[src/hdl/assert_macros.svh]
// Assertion macros shared by the RTL of the columnar transposition block.
// No dependencies; included by the modules that carry assertions.
`ifndef ASSERT_MACROS_SVH
`define ASSERT_MACROS_SVH

// Property must hold at every clock edge outside reset.
`define CTC_ASSERT(label, clk, rst, prop, msg) \
  label: assert property (@(posedge clk) disable iff (rst) (prop)) else $error(msg);

// Condition must never be seen at a clock edge outside reset.
`define CTC_ASSERT_NEVER(label, clk, rst, cond, msg) \
  label: assert property (@(posedge clk) disable iff (rst) !(cond)) else $error(msg);

`endif

[src/hdl/ctc_pkg.sv]
// Shared types and constants of the columnar transposition block.
// No dependencies; imported by every module of the block.
package ctc_pkg;

  localparam int MAX_LEN_DEF  = 64;
  localparam int MAX_COLS_DEF = 8;

  localparam int KEY_SLOTS = 8;
  localparam int COL_W     = 3;
  localparam int CNT_W     = 4;
  localparam int KEY_W     = 24;
  localparam int CHAR_W    = 8;
  localparam int LEN_W     = 13;
  localparam int IDX_W     = 12;
  localparam int CFG_W     = 24;
  localparam int REG_IDX_W = 2;

  localparam logic [REG_IDX_W-1:0] REG_COLUMN_COUNT = 2'd0;
  localparam logic [REG_IDX_W-1:0] REG_KEY_ORDER    = 2'd1;
  localparam logic [REG_IDX_W-1:0] REG_DECRYPT_MODE = 2'd2;

  localparam logic [CNT_W-1:0] COLUMN_COUNT_RST = 4'd8;
  localparam logic [KEY_W-1:0] KEY_ORDER_RST    = 24'd16434824;

  typedef struct packed {
    logic [CHAR_W-1:0] char_in;
    logic              last_in;
  } in_t;

  typedef struct packed {
    logic [CHAR_W-1:0] char_out;
    logic              last_out;
    logic              truncated;
  } out_t;

  // Buffer write from the front end.
  typedef struct packed {
    logic              en;
    logic              half;
    logic [IDX_W-1:0]  idx;
    logic [CHAR_W-1:0] data;
  } wr_t;

  // One complete message waiting for the back end.
  typedef struct packed {
    logic [LEN_W-1:0]                  len;
    logic                              ovf;
    logic                              half;
    logic [CNT_W-1:0]                  cols;
    logic [KEY_SLOTS-1:0][COL_W-1:0]   order;
    logic                              dec;
  } desc_t;

endpackage

[src/hdl/columnar_transposition_cipher.sv]
// Top level of the columnar transposition block: front end, descriptor
// queue and back end. Depends on ctc_pkg, ctc_front, ctc_desc_q, ctc_back.
//
// Usage:
//   Input queue: drive item and raise push; a transaction completes at a
//   clock edge with push high and full low. One byte may enter every cycle.
//   The byte with last_in set closes the message. Bytes past MAX_LEN are
//   dropped and every result of that message carries truncated.
//   Result queue: while empty is low, result holds the oldest byte; a
//   transaction completes at an edge with pop high and empty low.
//   Configuration: cfg_we writes register cfg_index (0 column_count,
//   1 key_order, 2 decrypt_mode) at once; write only while the block is idle.
//   Values are taken when the last byte of a message is accepted.
// Timing:
//   The buffer holds two messages; one is read out while the next is filled,
//   and full rises only while both halves are occupied.
//   After the last byte a bit-serial row count runs first, then the column
//   starts are placed; the first result follows.
//   Read-out is one byte per cycle while the result queue has room, set by
//   the single buffer read port; in encrypt mode reads pause between columns.
// Reset: rst (synchronous) empties both queues, drops any partial message
//   and restores the default key. When pop stays low, the four-entry result
//   queue fills, reads hold, and the buffer half stays locked until drained.
module columnar_transposition_cipher import ctc_pkg::*; #(
  parameter int MAX_LEN  = MAX_LEN_DEF,
  parameter int MAX_COLS = MAX_COLS_DEF
) (
  input  logic                 clk,
  input  logic                 rst,
  input  logic                 push,
  output logic                 full,
  input  in_t                  item,
  output logic                 empty,
  input  logic                 pop,
  output out_t                 result,
  input  logic                 cfg_we,
  input  logic [REG_IDX_W-1:0] cfg_index,
  input  logic [CFG_W-1:0]     cfg_data
);

  wr_t   wr;
  desc_t desc_in;
  desc_t desc_head;
  logic  desc_push;
  logic  desc_full;
  logic  desc_empty;
  logic  desc_pop;

  // Intake: store bytes, snapshot the key at the last byte.
  ctc_front #(
    .MAX_LEN  (MAX_LEN),
    .MAX_COLS (MAX_COLS)
  ) u_front (
    .clk       (clk),
    .rst       (rst),
    .push      (push),
    .full      (full),
    .item      (item),
    .cfg_we    (cfg_we),
    .cfg_index (cfg_index),
    .cfg_data  (cfg_data),
    .wr        (wr),
    .desc      (desc_in),
    .desc_push (desc_push),
    .desc_full (desc_full)
  );

  // Hold finished messages until the back end has read them out.
  ctc_desc_q u_desc_q (
    .clk     (clk),
    .rst     (rst),
    .push_d  (desc_push),
    .din     (desc_in),
    .q_full  (desc_full),
    .pop_d   (desc_pop),
    .head    (desc_head),
    .q_empty (desc_empty)
  );

  // Read-out in permuted order.
  ctc_back #(
    .MAX_LEN (MAX_LEN)
  ) u_back (
    .clk        (clk),
    .rst        (rst),
    .wr         (wr),
    .desc       (desc_head),
    .desc_empty (desc_empty),
    .desc_pop   (desc_pop),
    .empty      (empty),
    .pop        (pop),
    .result     (result)
  );

endmodule

[src/hdl/ctc_front.sv]
// Front end: configuration registers, byte intake into the double buffer,
// key check and message descriptors. Depends on ctc_pkg.
module ctc_front import ctc_pkg::*; #(
  parameter int MAX_LEN  = MAX_LEN_DEF,
  parameter int MAX_COLS = MAX_COLS_DEF
) (
  input  logic                 clk,
  input  logic                 rst,
  input  logic                 push,
  output logic                 full,
  input  in_t                  item,
  input  logic                 cfg_we,
  input  logic [REG_IDX_W-1:0] cfg_index,
  input  logic [CFG_W-1:0]     cfg_data,
  output wr_t                  wr,
  output desc_t                desc,
  output logic                 desc_push,
  input  logic                 desc_full
);

  localparam int FILL_W  = $clog2(MAX_LEN + 1);
  localparam int COL_LIM = (MAX_COLS < KEY_SLOTS) ? MAX_COLS : KEY_SLOTS;
  localparam logic [FILL_W-1:0] FILL_MAX  = FILL_W'(MAX_LEN);
  localparam logic [CNT_W-1:0]  COL_LIM_C = CNT_W'(COL_LIM);

  logic [CNT_W-1:0]  column_count;
  logic [KEY_W-1:0]  key_order;
  logic              decrypt_mode;
  logic [FILL_W-1:0] fill;
  logic              ovf;
  logic              half;

  logic                            accept;
  logic                            has_room;
  logic [CNT_W-1:0]                cols_eff;
  logic [KEY_SLOTS-1:0][COL_W-1:0] order_v;

  assign full     = desc_full;
  assign accept   = push & ~desc_full;
  assign has_room = fill < FILL_MAX;

  always_comb begin
    if (column_count == '0) begin
      cols_eff = CNT_W'(1);
    end else if (column_count > COL_LIM_C) begin
      cols_eff = COL_LIM_C;
    end else begin
      cols_eff = column_count;
    end
  end

  // Fall back to the identity order unless the key is a permutation.
  always_comb begin
    logic [KEY_SLOTS-1:0] seen;
    logic                 ok;
    logic [COL_W-1:0]     e;
    seen = '0;
    ok   = 1'b1;
    for (int j = 0; j < KEY_SLOTS; j++) begin
      e = key_order[COL_W*j +: COL_W];
      if (CNT_W'(j) < cols_eff) begin
        if ({1'b0, e} >= cols_eff || seen[e]) begin
          ok = 1'b0;
        end
        seen[e] = 1'b1;
      end
    end
    for (int j = 0; j < KEY_SLOTS; j++) begin
      order_v[j] = ok ? key_order[COL_W*j +: COL_W] : COL_W'(j);
    end
  end

  assign wr.en   = accept & has_room;
  assign wr.half = half;
  assign wr.idx  = IDX_W'(fill);
  assign wr.data = item.char_in;

  assign desc_push  = accept & item.last_in;
  assign desc.len   = LEN_W'(fill) + LEN_W'(has_room);
  assign desc.ovf   = ovf | ~has_room;
  assign desc.half  = half;
  assign desc.cols  = cols_eff;
  assign desc.order = order_v;
  assign desc.dec   = decrypt_mode;

  always_ff @(posedge clk) begin
    if (rst) begin
      column_count <= COLUMN_COUNT_RST;
      key_order    <= KEY_ORDER_RST;
      decrypt_mode <= 1'b0;
      fill         <= '0;
      ovf          <= 1'b0;
      half         <= 1'b0;
    end else begin
      if (cfg_we) begin
        unique case (cfg_index)
          REG_COLUMN_COUNT: column_count <= cfg_data[CNT_W-1:0];
          REG_KEY_ORDER:    key_order    <= cfg_data[KEY_W-1:0];
          REG_DECRYPT_MODE: decrypt_mode <= cfg_data[0];
          default:          ;
        endcase
      end
      if (accept) begin
        if (item.last_in) begin
          fill <= '0;
          ovf  <= 1'b0;
          half <= ~half;
        end else if (has_room) begin
          fill <= fill + FILL_W'(1);
        end else begin
          ovf <= 1'b1;
        end
      end
    end
  end

endmodule

[src/hdl/ctc_desc_q.sv]
// Two-entry descriptor queue between front and back end; one entry per
// buffer half. Depends on ctc_pkg.
module ctc_desc_q import ctc_pkg::*; (
  input  logic  clk,
  input  logic  rst,
  input  logic  push_d,
  input  desc_t din,
  output logic  q_full,
  input  logic  pop_d,
  output desc_t head,
  output logic  q_empty
);

  desc_t      ent [2];
  logic       wp;
  logic       rp;
  logic [1:0] cnt;

  assign q_full  = cnt == 2'd2;
  assign q_empty = cnt == 2'd0;
  assign head    = ent[rp];

  always_ff @(posedge clk) begin
    if (push_d) begin
      ent[wp] <= din;
    end
  end

  always_ff @(posedge clk) begin
    if (rst) begin
      wp  <= 1'b0;
      rp  <= 1'b0;
      cnt <= 2'd0;
    end else begin
      if (push_d) begin
        wp <= ~wp;
      end
      if (pop_d) begin
        rp <= ~rp;
      end
      cnt <= cnt + 2'(push_d) - 2'(pop_d);
    end
  end

endmodule

[src/hdl/ctc_back.sv]
// Back end: message buffer, row/column split, read sequencer and result
// queue. Depends on ctc_pkg and assert_macros.svh.
`include "assert_macros.svh"

module ctc_back import ctc_pkg::*; #(
  parameter int MAX_LEN = MAX_LEN_DEF
) (
  input  logic  clk,
  input  logic  rst,
  input  wr_t   wr,
  input  desc_t desc,
  input  logic  desc_empty,
  output logic  desc_pop,
  output logic  empty,
  input  logic  pop,
  output out_t  result
);

  localparam int FILL_W   = $clog2(MAX_LEN + 1);
  localparam int AW       = $clog2(2 * MAX_LEN);
  localparam int DIV_CW   = $clog2(FILL_W);
  localparam int OQ_DEPTH = 4;
  localparam int OQ_AW    = 2;
  localparam int OQ_CW    = 3;
  localparam logic [OQ_CW-1:0] OQ_FULL = OQ_CW'(OQ_DEPTH);

  localparam logic [1:0] ST_IDLE  = 2'd0;
  localparam logic [1:0] ST_DIV   = 2'd1;
  localparam logic [1:0] ST_SETUP = 2'd2;
  localparam logic [1:0] ST_RUN   = 2'd3;

  logic [CHAR_W-1:0] mem [2*MAX_LEN];

  logic [1:0]        state;
  logic [FILL_W-1:0] dvd;
  logic [FILL_W-1:0] quo;
  logic [COL_W-1:0]  rem;
  logic [DIV_CW-1:0] dcnt;
  logic [COL_W-1:0]  jj;
  logic [FILL_W-1:0] acc;
  logic [FILL_W-1:0] start [KEY_SLOTS];
  logic [FILL_W-1:0] k;
  logic [FILL_W-1:0] x;
  logic [FILL_W-1:0] p;
  logic [COL_W-1:0]  cd;
  logic [FILL_W-1:0] r;

  logic              rd_v;
  logic [CHAR_W-1:0] rd_data;
  logic              rd_last;
  logic              rd_trunc;

  out_t              oq [OQ_DEPTH];
  logic [OQ_AW-1:0]  owp;
  logic [OQ_AW-1:0]  orp;
  logic [OQ_CW-1:0]  ocnt;

  logic [FILL_W-1:0] len;
  logic [CNT_W-1:0]  c_m1;
  logic [CNT_W-1:0]  rs;
  logic [CNT_W-1:0]  rs_sub;
  logic              ge;
  logic [COL_W-1:0]  rem_next;
  logic [COL_W-1:0]  cur_col;
  logic [FILL_W-1:0] cur_n;
  logic              enc_go;
  logic              credit;
  logic              issue;
  logic              issue_last;
  logic              adv;
  logic [FILL_W-1:0] rel;
  logic [AW-1:0]     waddr;
  logic [AW-1:0]     raddr;
  logic              oq_rd;

  assign len  = desc.len[FILL_W-1:0];
  assign c_m1 = desc.cols - CNT_W'(1);

  // One quotient bit per cycle; the divisor is at most eight.
  assign rs       = {rem, dvd[FILL_W-1]};
  assign ge       = rs >= desc.cols;
  assign rs_sub   = rs - desc.cols;
  assign rem_next = ge ? rs_sub[COL_W-1:0] : rs[COL_W-1:0];

  // Length of the column taken jj-th in key order.
  assign cur_col = desc.order[jj];
  assign cur_n   = quo + ((cur_col < rem) ? FILL_W'(1) : FILL_W'(0));

  assign credit     = (ocnt + OQ_CW'(rd_v)) < OQ_FULL;
  assign enc_go     = x < cur_n;
  assign issue      = (state == ST_RUN) && credit && (desc.dec || enc_go);
  assign adv        = (state == ST_RUN) && credit && !desc.dec && !enc_go;
  assign issue_last = issue && ((k + FILL_W'(1)) == len);
  assign desc_pop   = issue_last;

  assign rel   = desc.dec ? (start[cd] + r) : p;
  assign raddr = desc.half ? (AW'(rel) + AW'(MAX_LEN)) : AW'(rel);
  assign waddr = wr.half ? (AW'(wr.idx) + AW'(MAX_LEN)) : AW'(wr.idx);

  always_ff @(posedge clk) begin
    if (wr.en) begin
      mem[waddr] <= wr.data;
    end
  end

  always_ff @(posedge clk) begin
    if (issue) begin
      rd_data  <= mem[raddr];
      rd_last  <= issue_last;
      rd_trunc <= desc.ovf;
    end
  end

  always_ff @(posedge clk) begin
    if (rst) begin
      state <= ST_IDLE;
      rd_v  <= 1'b0;
    end else begin
      rd_v <= issue;
      unique case (state)
        ST_IDLE:  if (!desc_empty) state <= ST_DIV;
        ST_DIV:   if (dcnt == '0) state <= ST_SETUP;
        ST_SETUP: if ({1'b0, jj} == c_m1) state <= ST_RUN;
        ST_RUN:   if (issue_last) state <= ST_IDLE;
        default:  state <= ST_IDLE;
      endcase
    end
  end

  // Sequencer datapath; every counter is loaded on entry to its state.
  always_ff @(posedge clk) begin
    unique case (state)
      ST_IDLE: begin
        dvd  <= len;
        quo  <= '0;
        rem  <= '0;
        dcnt <= DIV_CW'(FILL_W - 1);
      end
      ST_DIV: begin
        dvd <= dvd << 1;
        quo <= {quo[FILL_W-2:0], ge};
        rem <= rem_next;
        dcnt <= dcnt - DIV_CW'(1);
        jj  <= '0;
        acc <= '0;
      end
      ST_SETUP: begin
        start[cur_col] <= acc;
        acc <= acc + cur_n;
        if ({1'b0, jj} == c_m1) begin
          jj <= '0;
          k  <= '0;
          x  <= '0;
          p  <= FILL_W'(desc.order[0]);
          cd <= '0;
          r  <= '0;
        end else begin
          jj <= jj + COL_W'(1);
        end
      end
      ST_RUN: begin
        if (issue) begin
          k <= k + FILL_W'(1);
          if (desc.dec) begin
            if ({1'b0, cd} == c_m1) begin
              cd <= '0;
              r  <= r + FILL_W'(1);
            end else begin
              cd <= cd + COL_W'(1);
            end
          end else begin
            x <= x + FILL_W'(1);
            p <= p + FILL_W'(desc.cols);
          end
        end else if (adv) begin
          jj <= jj + COL_W'(1);
          x  <= '0;
          p  <= FILL_W'(desc.order[jj + COL_W'(1)]);
        end
      end
      default: ;
    endcase
  end

  // Result queue.
  assign empty  = ocnt == '0;
  assign oq_rd  = pop && !empty;
  assign result = oq[orp];

  always_ff @(posedge clk) begin
    if (rd_v) begin
      oq[owp] <= '{char_out: rd_data, last_out: rd_last, truncated: rd_trunc};
    end
  end

  always_ff @(posedge clk) begin
    if (rst) begin
      owp  <= '0;
      orp  <= '0;
      ocnt <= '0;
    end else begin
      if (rd_v) begin
        owp <= owp + OQ_AW'(1);
      end
      if (oq_rd) begin
        orp <= orp + OQ_AW'(1);
      end
      ocnt <= ocnt + OQ_CW'(rd_v) - OQ_CW'(oq_rd);
    end
  end

  `CTC_ASSERT(a_oq_bound, clk, rst, (ocnt + OQ_CW'(rd_v)) <= OQ_FULL, "result queue overrun")
  `CTC_ASSERT_NEVER(a_busy_no_desc, clk, rst, (state != ST_IDLE) && desc_empty, "back end busy without a message")
  `CTC_ASSERT(a_run_in_msg, clk, rst, (state == ST_RUN) |-> (k < len), "result count past message length")
  `CTC_ASSERT(a_enc_addr, clk, rst, (issue && !desc.dec) |-> (p < len), "encrypt read outside message")

endmodule
[config.mk]
export PLATFORM = sky130hd
export DESIGN_NAME = columnar_transposition_cipher
export DESIGN_NICKNAME = d
export VERILOG_FILES = /design/src/hdl/ctc_pkg.sv /design/src/hdl/columnar_transposition_cipher.sv /design/src/hdl/ctc_front.sv /design/src/hdl/ctc_desc_q.sv /design/src/hdl/ctc_back.sv
export VERILOG_INCLUDE_DIRS = /design/src /design/src/hdl
export SDC_FILE = /design/constraint.sdc
export NUM_CORES = 2
export LEC_CHECK = 0
export ABC_AREA = 1
export BUFFER_PORTS_ARGS = -buffer_cell sky130_fd_sc_hd__buf_2
export CORE_UTILIZATION = 53
export CTS_CLUSTER_SIZE = 8
export DETAILED_ROUTE_END_ITERATION = 8
export PLACE_DENSITY_LB_ADDON = 0.25
export SYNTH_ARGS = -nofsm -noshare
export SYNTH_HDL_FRONTEND = slang
export SYNTH_SLANG_ARGS = --single-unit
[constraint.sdc]
create_clock -name clk -period 10.2 [get_ports clk]
set_clock_uncertainty 0.15 [all_clocks]
set_input_delay 1.53 -clock clk [delete_from_list [all_inputs] [get_ports clk]]
set_output_delay 1.53 -clock clk [all_outputs]
set_load 0.1 [all_outputs]
==> impl_summary.txt <==
----------------------------------------------------
[Outcome]
  Outcome ... completed

[Power and ir drop]
  Pwr/cell area ... 258 nW/um2
  Peak supply drop ... 0.000261 V
  Leak pwr ... 23.1 nW

[GRT]
  First-pass GRT wire length ... 222 mm
  Total overflow reported by the global router ... 0
  Initial antenna violation count ... 0
  Pin count of the biggest net entering global routing ... 183
  Vias in the first global route ... 36700
  Overall track demand over capacity in global routing ... 26.4%

[Critical path]
  Category of the critical setup timing path ... reg -> reg
  Top cell family by delay on the critical path ... compound AO/OA/AOI/OAI gates
  Kind of launch point of the worst setup path ... register
  Required time at the worst-slack endpoint ... 10.75 ns
  Worst path arrival time ... 7.43 ns
  Worst stage delay on the critical path ... 0.87 ns
  Largest fanout on the critical path ... 28
  Worst-path cell with the longest stage delay ... sky130_fd_sc_hd__edfxtp_1
  Number of buffers and inverters on the critical path ... 5
  Most repeated library cell on the critical path ... sky130_fd_sc_hd__ha_1
  Critical path capture point type ... register

[Logic synthesis]
  Portion of the post-synthesis area used by sequential elements ... 67.7%
  #FFs+latches synth ... 1325
  Post-synthesis cell area ... 58000 um2
  Syn. warnings ... 0
  Post-Synthesis Net Count ... 5183
  Post-Syn Area per Cell ... 11.4 um2
  Number of standard cells after synthesis ... 5063
  Distinct cells, synth ... 55

[Finish]
  Area occupied by registers ... 39200 um2
  Fraction of layout instances using a drive strength above 1 ... 6.98%
  Cell Count, Final, Fillers Out ... 6533
  Inserted Diodes ... 0
  Multi-input logic area ... 15500 um2
  Final core utilization ... 59.6%
  Area Growth Syn to Fin ... 11.0%
  Layout Nets ... 5182
  Filler instances ... 8509

[Timing]
  Fin Hold WS ... 0.318 ns
  Final hold vios ... 0
  Share of the cycle needed by the critical path after routing ... 67.4%
  Slew headroom ... 17.4%
  Maximum clock frequency ... 0.145 GHz
  Slew @ Worst Pin ... 1.24 ns
  Setup tns final ... 0 ns
  Final critical-path required period ... 6.88 ns
  Unrepaired setup endpoints after global routing ... no
  Setup slack of the critical path after layout ... 3.32 ns
  Number of endpoints failing setup at the final stage ... 0
  Total count of max-transition violations in the final report ... 0

[Die]
  Floorplan die height ... 333 um
  I/O pin cnt ... 52
  CORE AREA ... 108000 um2
  Initial core utilization ... 53.8%
  DIE AREA ... 111000 um2
  # rows ... 120
  Die boundary width ... 333 um

[Detailed routing]
  Wire length per cell after detailed routing ... 22.3 um
  Number of search-and-repair iterations in the first detailed-routing pass ... 6
  Vias after detailed routing ... 38600
  Final Routed Wirelength ... 146 mm
  Starting DRT DRC Count ... 4426
  Vias per Instance ... 5.90
  Remaining design rule violation count ... 0
  Antenna violation net count after detailed routing ... 0

[CTS]
  Clock transition at path regs ... 0.05 ns
  CTS tree ... yes
  Buffers from clock root to sink, at most ... 3
  Hold buffer count at cts ... 0
  Clk sink count ... 1325
  Skew-Pair Late Insertion Delay ... 0.79 ns
  H-Tree Depth ... 4
  Count of buffers added by post-CTS timing repair for setup ... 0
  Number of gates resized after cts ... 0
  Cell chosen for the clock root ... sky130_fd_sc_hd__clkbuf_16
  Cts bufs inserted ... 184

[Flow run]
  Number of violations of the max-capacitance limit ... 0

[Place]
  Pre-CTS setup slack ... 3.29 ns
  I/O Buffers ... 51
  Dpl cells ... 6279
  Placed wire-length estimate ... 85.4 mm
  Weighted congestion at the end of routability-driven global placement ... 0.934

[Worst hold path]
  Class of the tightest hold or removal check ... reg -> reg

----------------------------------------------------
power by group:
group	switching, mW	internal, mW
Combinational	3.44	1.32
Clock	2.19	3.30
Sequential	0.149	6.18
Total	5.78	10.8
path summary, 6_finish.rpt:
path         slack, ns         endpoint  depth (start not counted)     startpoint
max               3.32  u_desc_q.cnt[1]                         30   u_back.jj[0]
min               0.32    u_back.orp[1]                          2  u_back.orp[1]
max reg2reg       3.32  u_desc_q.cnt[1]                         30   u_back.jj[0]
min reg2reg       0.32    u_back.orp[1]                          2  u_back.orp[1]
worst min-delay path, stage by stage (launching register included):
cell and delay (ns):
sky130_fd_sc_hd__dfxtp_1 0.29, sky130_fd_sc_hd__inv_1 0.06, sky130_fd_sc_hd__a21oi_1 0.07
per-layer routing:
layer	share of wire [%]	GRT usage (%)	wire [um]
met1	43	38.5	62800
met2	46	40.9	67200
met3	8.2	4.01	12000
met4	2.6	8.22	3850
met5	0	0	0
Yosys cell counts (all sizes together):
library cell,count,area share (%)
o22ai,18,0.19
nor3b,4,0.052
o21a,2,0.026
a21boi,6,0.078
edfxtp,1267,66
fa,4,0.14
xor2,30,0.45
a31o,3,0.045
nor2,452,3.1
ha,76,1.6
and2,1,0.011
buf,167,1.5
a211oi,3,0.039
xnor2,10,0.15
o211ai,444,5.8
and3,1,0.011
nor4,2,0.022
clkbuf,110,0.71
clkinv,6,0.039
nand3,509,4.4
mux2i,21,0.36
dfxtp,58,2.0
or2,7,0.076
o221ai,1,0.015
nand3b,3,0.060
nor3,31,0.29
inv,554,3.6
a31oi,8,0.086
a21oi,81,0.75
a21o,22,0.29
nand2,825,5.4
o21bai,2,0.026
o21ai,301,2.6
nand4,34,0.38
kinds of logic after synthesis:
| kind of cell | Yosys count | share of synthesized area (%) |
|---|---|---|
| XOR/XNOR | 40 | 0.605 |
| buffers and inverters | 837 | 5.82 |
| adder cells (fa/ha/maj) | 80 | 1.78 |
| flip-flops | 1325 | 67.7 |
| AND/OR/NAND/NOR | 1869 | 13.8 |
| AO/OA/AOI/OAI | 891 | 9.94 |
| multiplexers | 21 | 0.363 |
cells in the final DEF, fill, tap and decap left out, types with 3 or more instances in the layout:
cell type                   synthesis  routed
sky130_fd_sc_hd__a31oi_1            8       8
sky130_fd_sc_hd__clkbuf_16          0     187
sky130_fd_sc_hd__xnor2_1           10      10
sky130_fd_sc_hd__xor2_1            30      30
sky130_fd_sc_hd__nand4_1           33      33
sky130_fd_sc_hd__inv_1            547     547
sky130_fd_sc_hd__buf_4              5      41
sky130_fd_sc_hd__nor2_1           437     435
sky130_fd_sc_hd__nor2_2             3       3
sky130_fd_sc_hd__clkinv_16          0       3
sky130_fd_sc_hd__mux2i_1           21      21
sky130_fd_sc_hd__buf_12             0       6
sky130_fd_sc_hd__nand2_2            9      10
sky130_fd_sc_hd__nand3_1          506     506
sky130_fd_sc_hd__nor3b_1            4       4
sky130_fd_sc_hd__inv_2              7       6
sky130_fd_sc_hd__nor2_4            11      13
sky130_fd_sc_hd__nand2_1          815     812
sky130_fd_sc_hd__or2_2              7       7
sky130_fd_sc_hd__fa_1               4       4
sky130_fd_sc_hd__a21o_1            22      22
sky130_fd_sc_hd__a31o_2             3       3
sky130_fd_sc_hd__nor3_1            30      29
sky130_fd_sc_hd__dfxtp_1           58      57
sky130_fd_sc_hd__ha_1              76      76
sky130_fd_sc_hd__a21oi_1           77      77
sky130_fd_sc_hd__o21ai_0          287     286
sky130_fd_sc_hd__o22ai_1           18      18
sky130_fd_sc_hd__buf_2            149      43
sky130_fd_sc_hd__edfxtp_1        1267    1267
sky130_fd_sc_hd__clkbuf_1         109      54
sky130_fd_sc_hd__o211ai_1         444     444
sky130_fd_sc_hd__clkinv_8           0       4
sky130_fd_sc_hd__o21ai_4            0       5
sky130_fd_sc_hd__o21ai_1            8       6
sky130_fd_sc_hd__clkinv_1           6       7
sky130_fd_sc_hd__o21ai_2            6       4
sky130_fd_sc_hd__a21boi_0           5       5
metrics by stage:
step | power, mW | instance area, um2
3_5_place_dp | 11.1 | 59200
6_report | 16.6 | 64300
3_3_place_gp | 11.1 | 59200
5_1_grt | 17.3 | 64300
2_1_floorplan | 9.61 | 58000
4_1_cts | 16.6 | 64300
flip-flops by register name, summed over array words and instances (netlist names), 4 cells and up, named ones only:
register	flops
u_back.rd_data	8
u_back.start	56
u_desc_q.ent	76
u_back.x	7
u_back.dvd	7
u_back.acc	7
u_back.r	7
u_back.mem	1024
u_back.oq	40
u_front.column_count	4
u_back.quo	7
u_back.p	7
u_front.key_order	24
u_front.fill	7
u_back.k	7
layout make-up:
type                    count  area share, %
clock buffers             242           7.61
inverters                 560           3.27
multi-input cells        2901           24.1
flip-flops and latches   1325           61.0
repair buffers             90           1.00
well taps                1403           2.73
clock inverters            12          0.333
No activity file was read; power rests on OpenSTA's default activity.
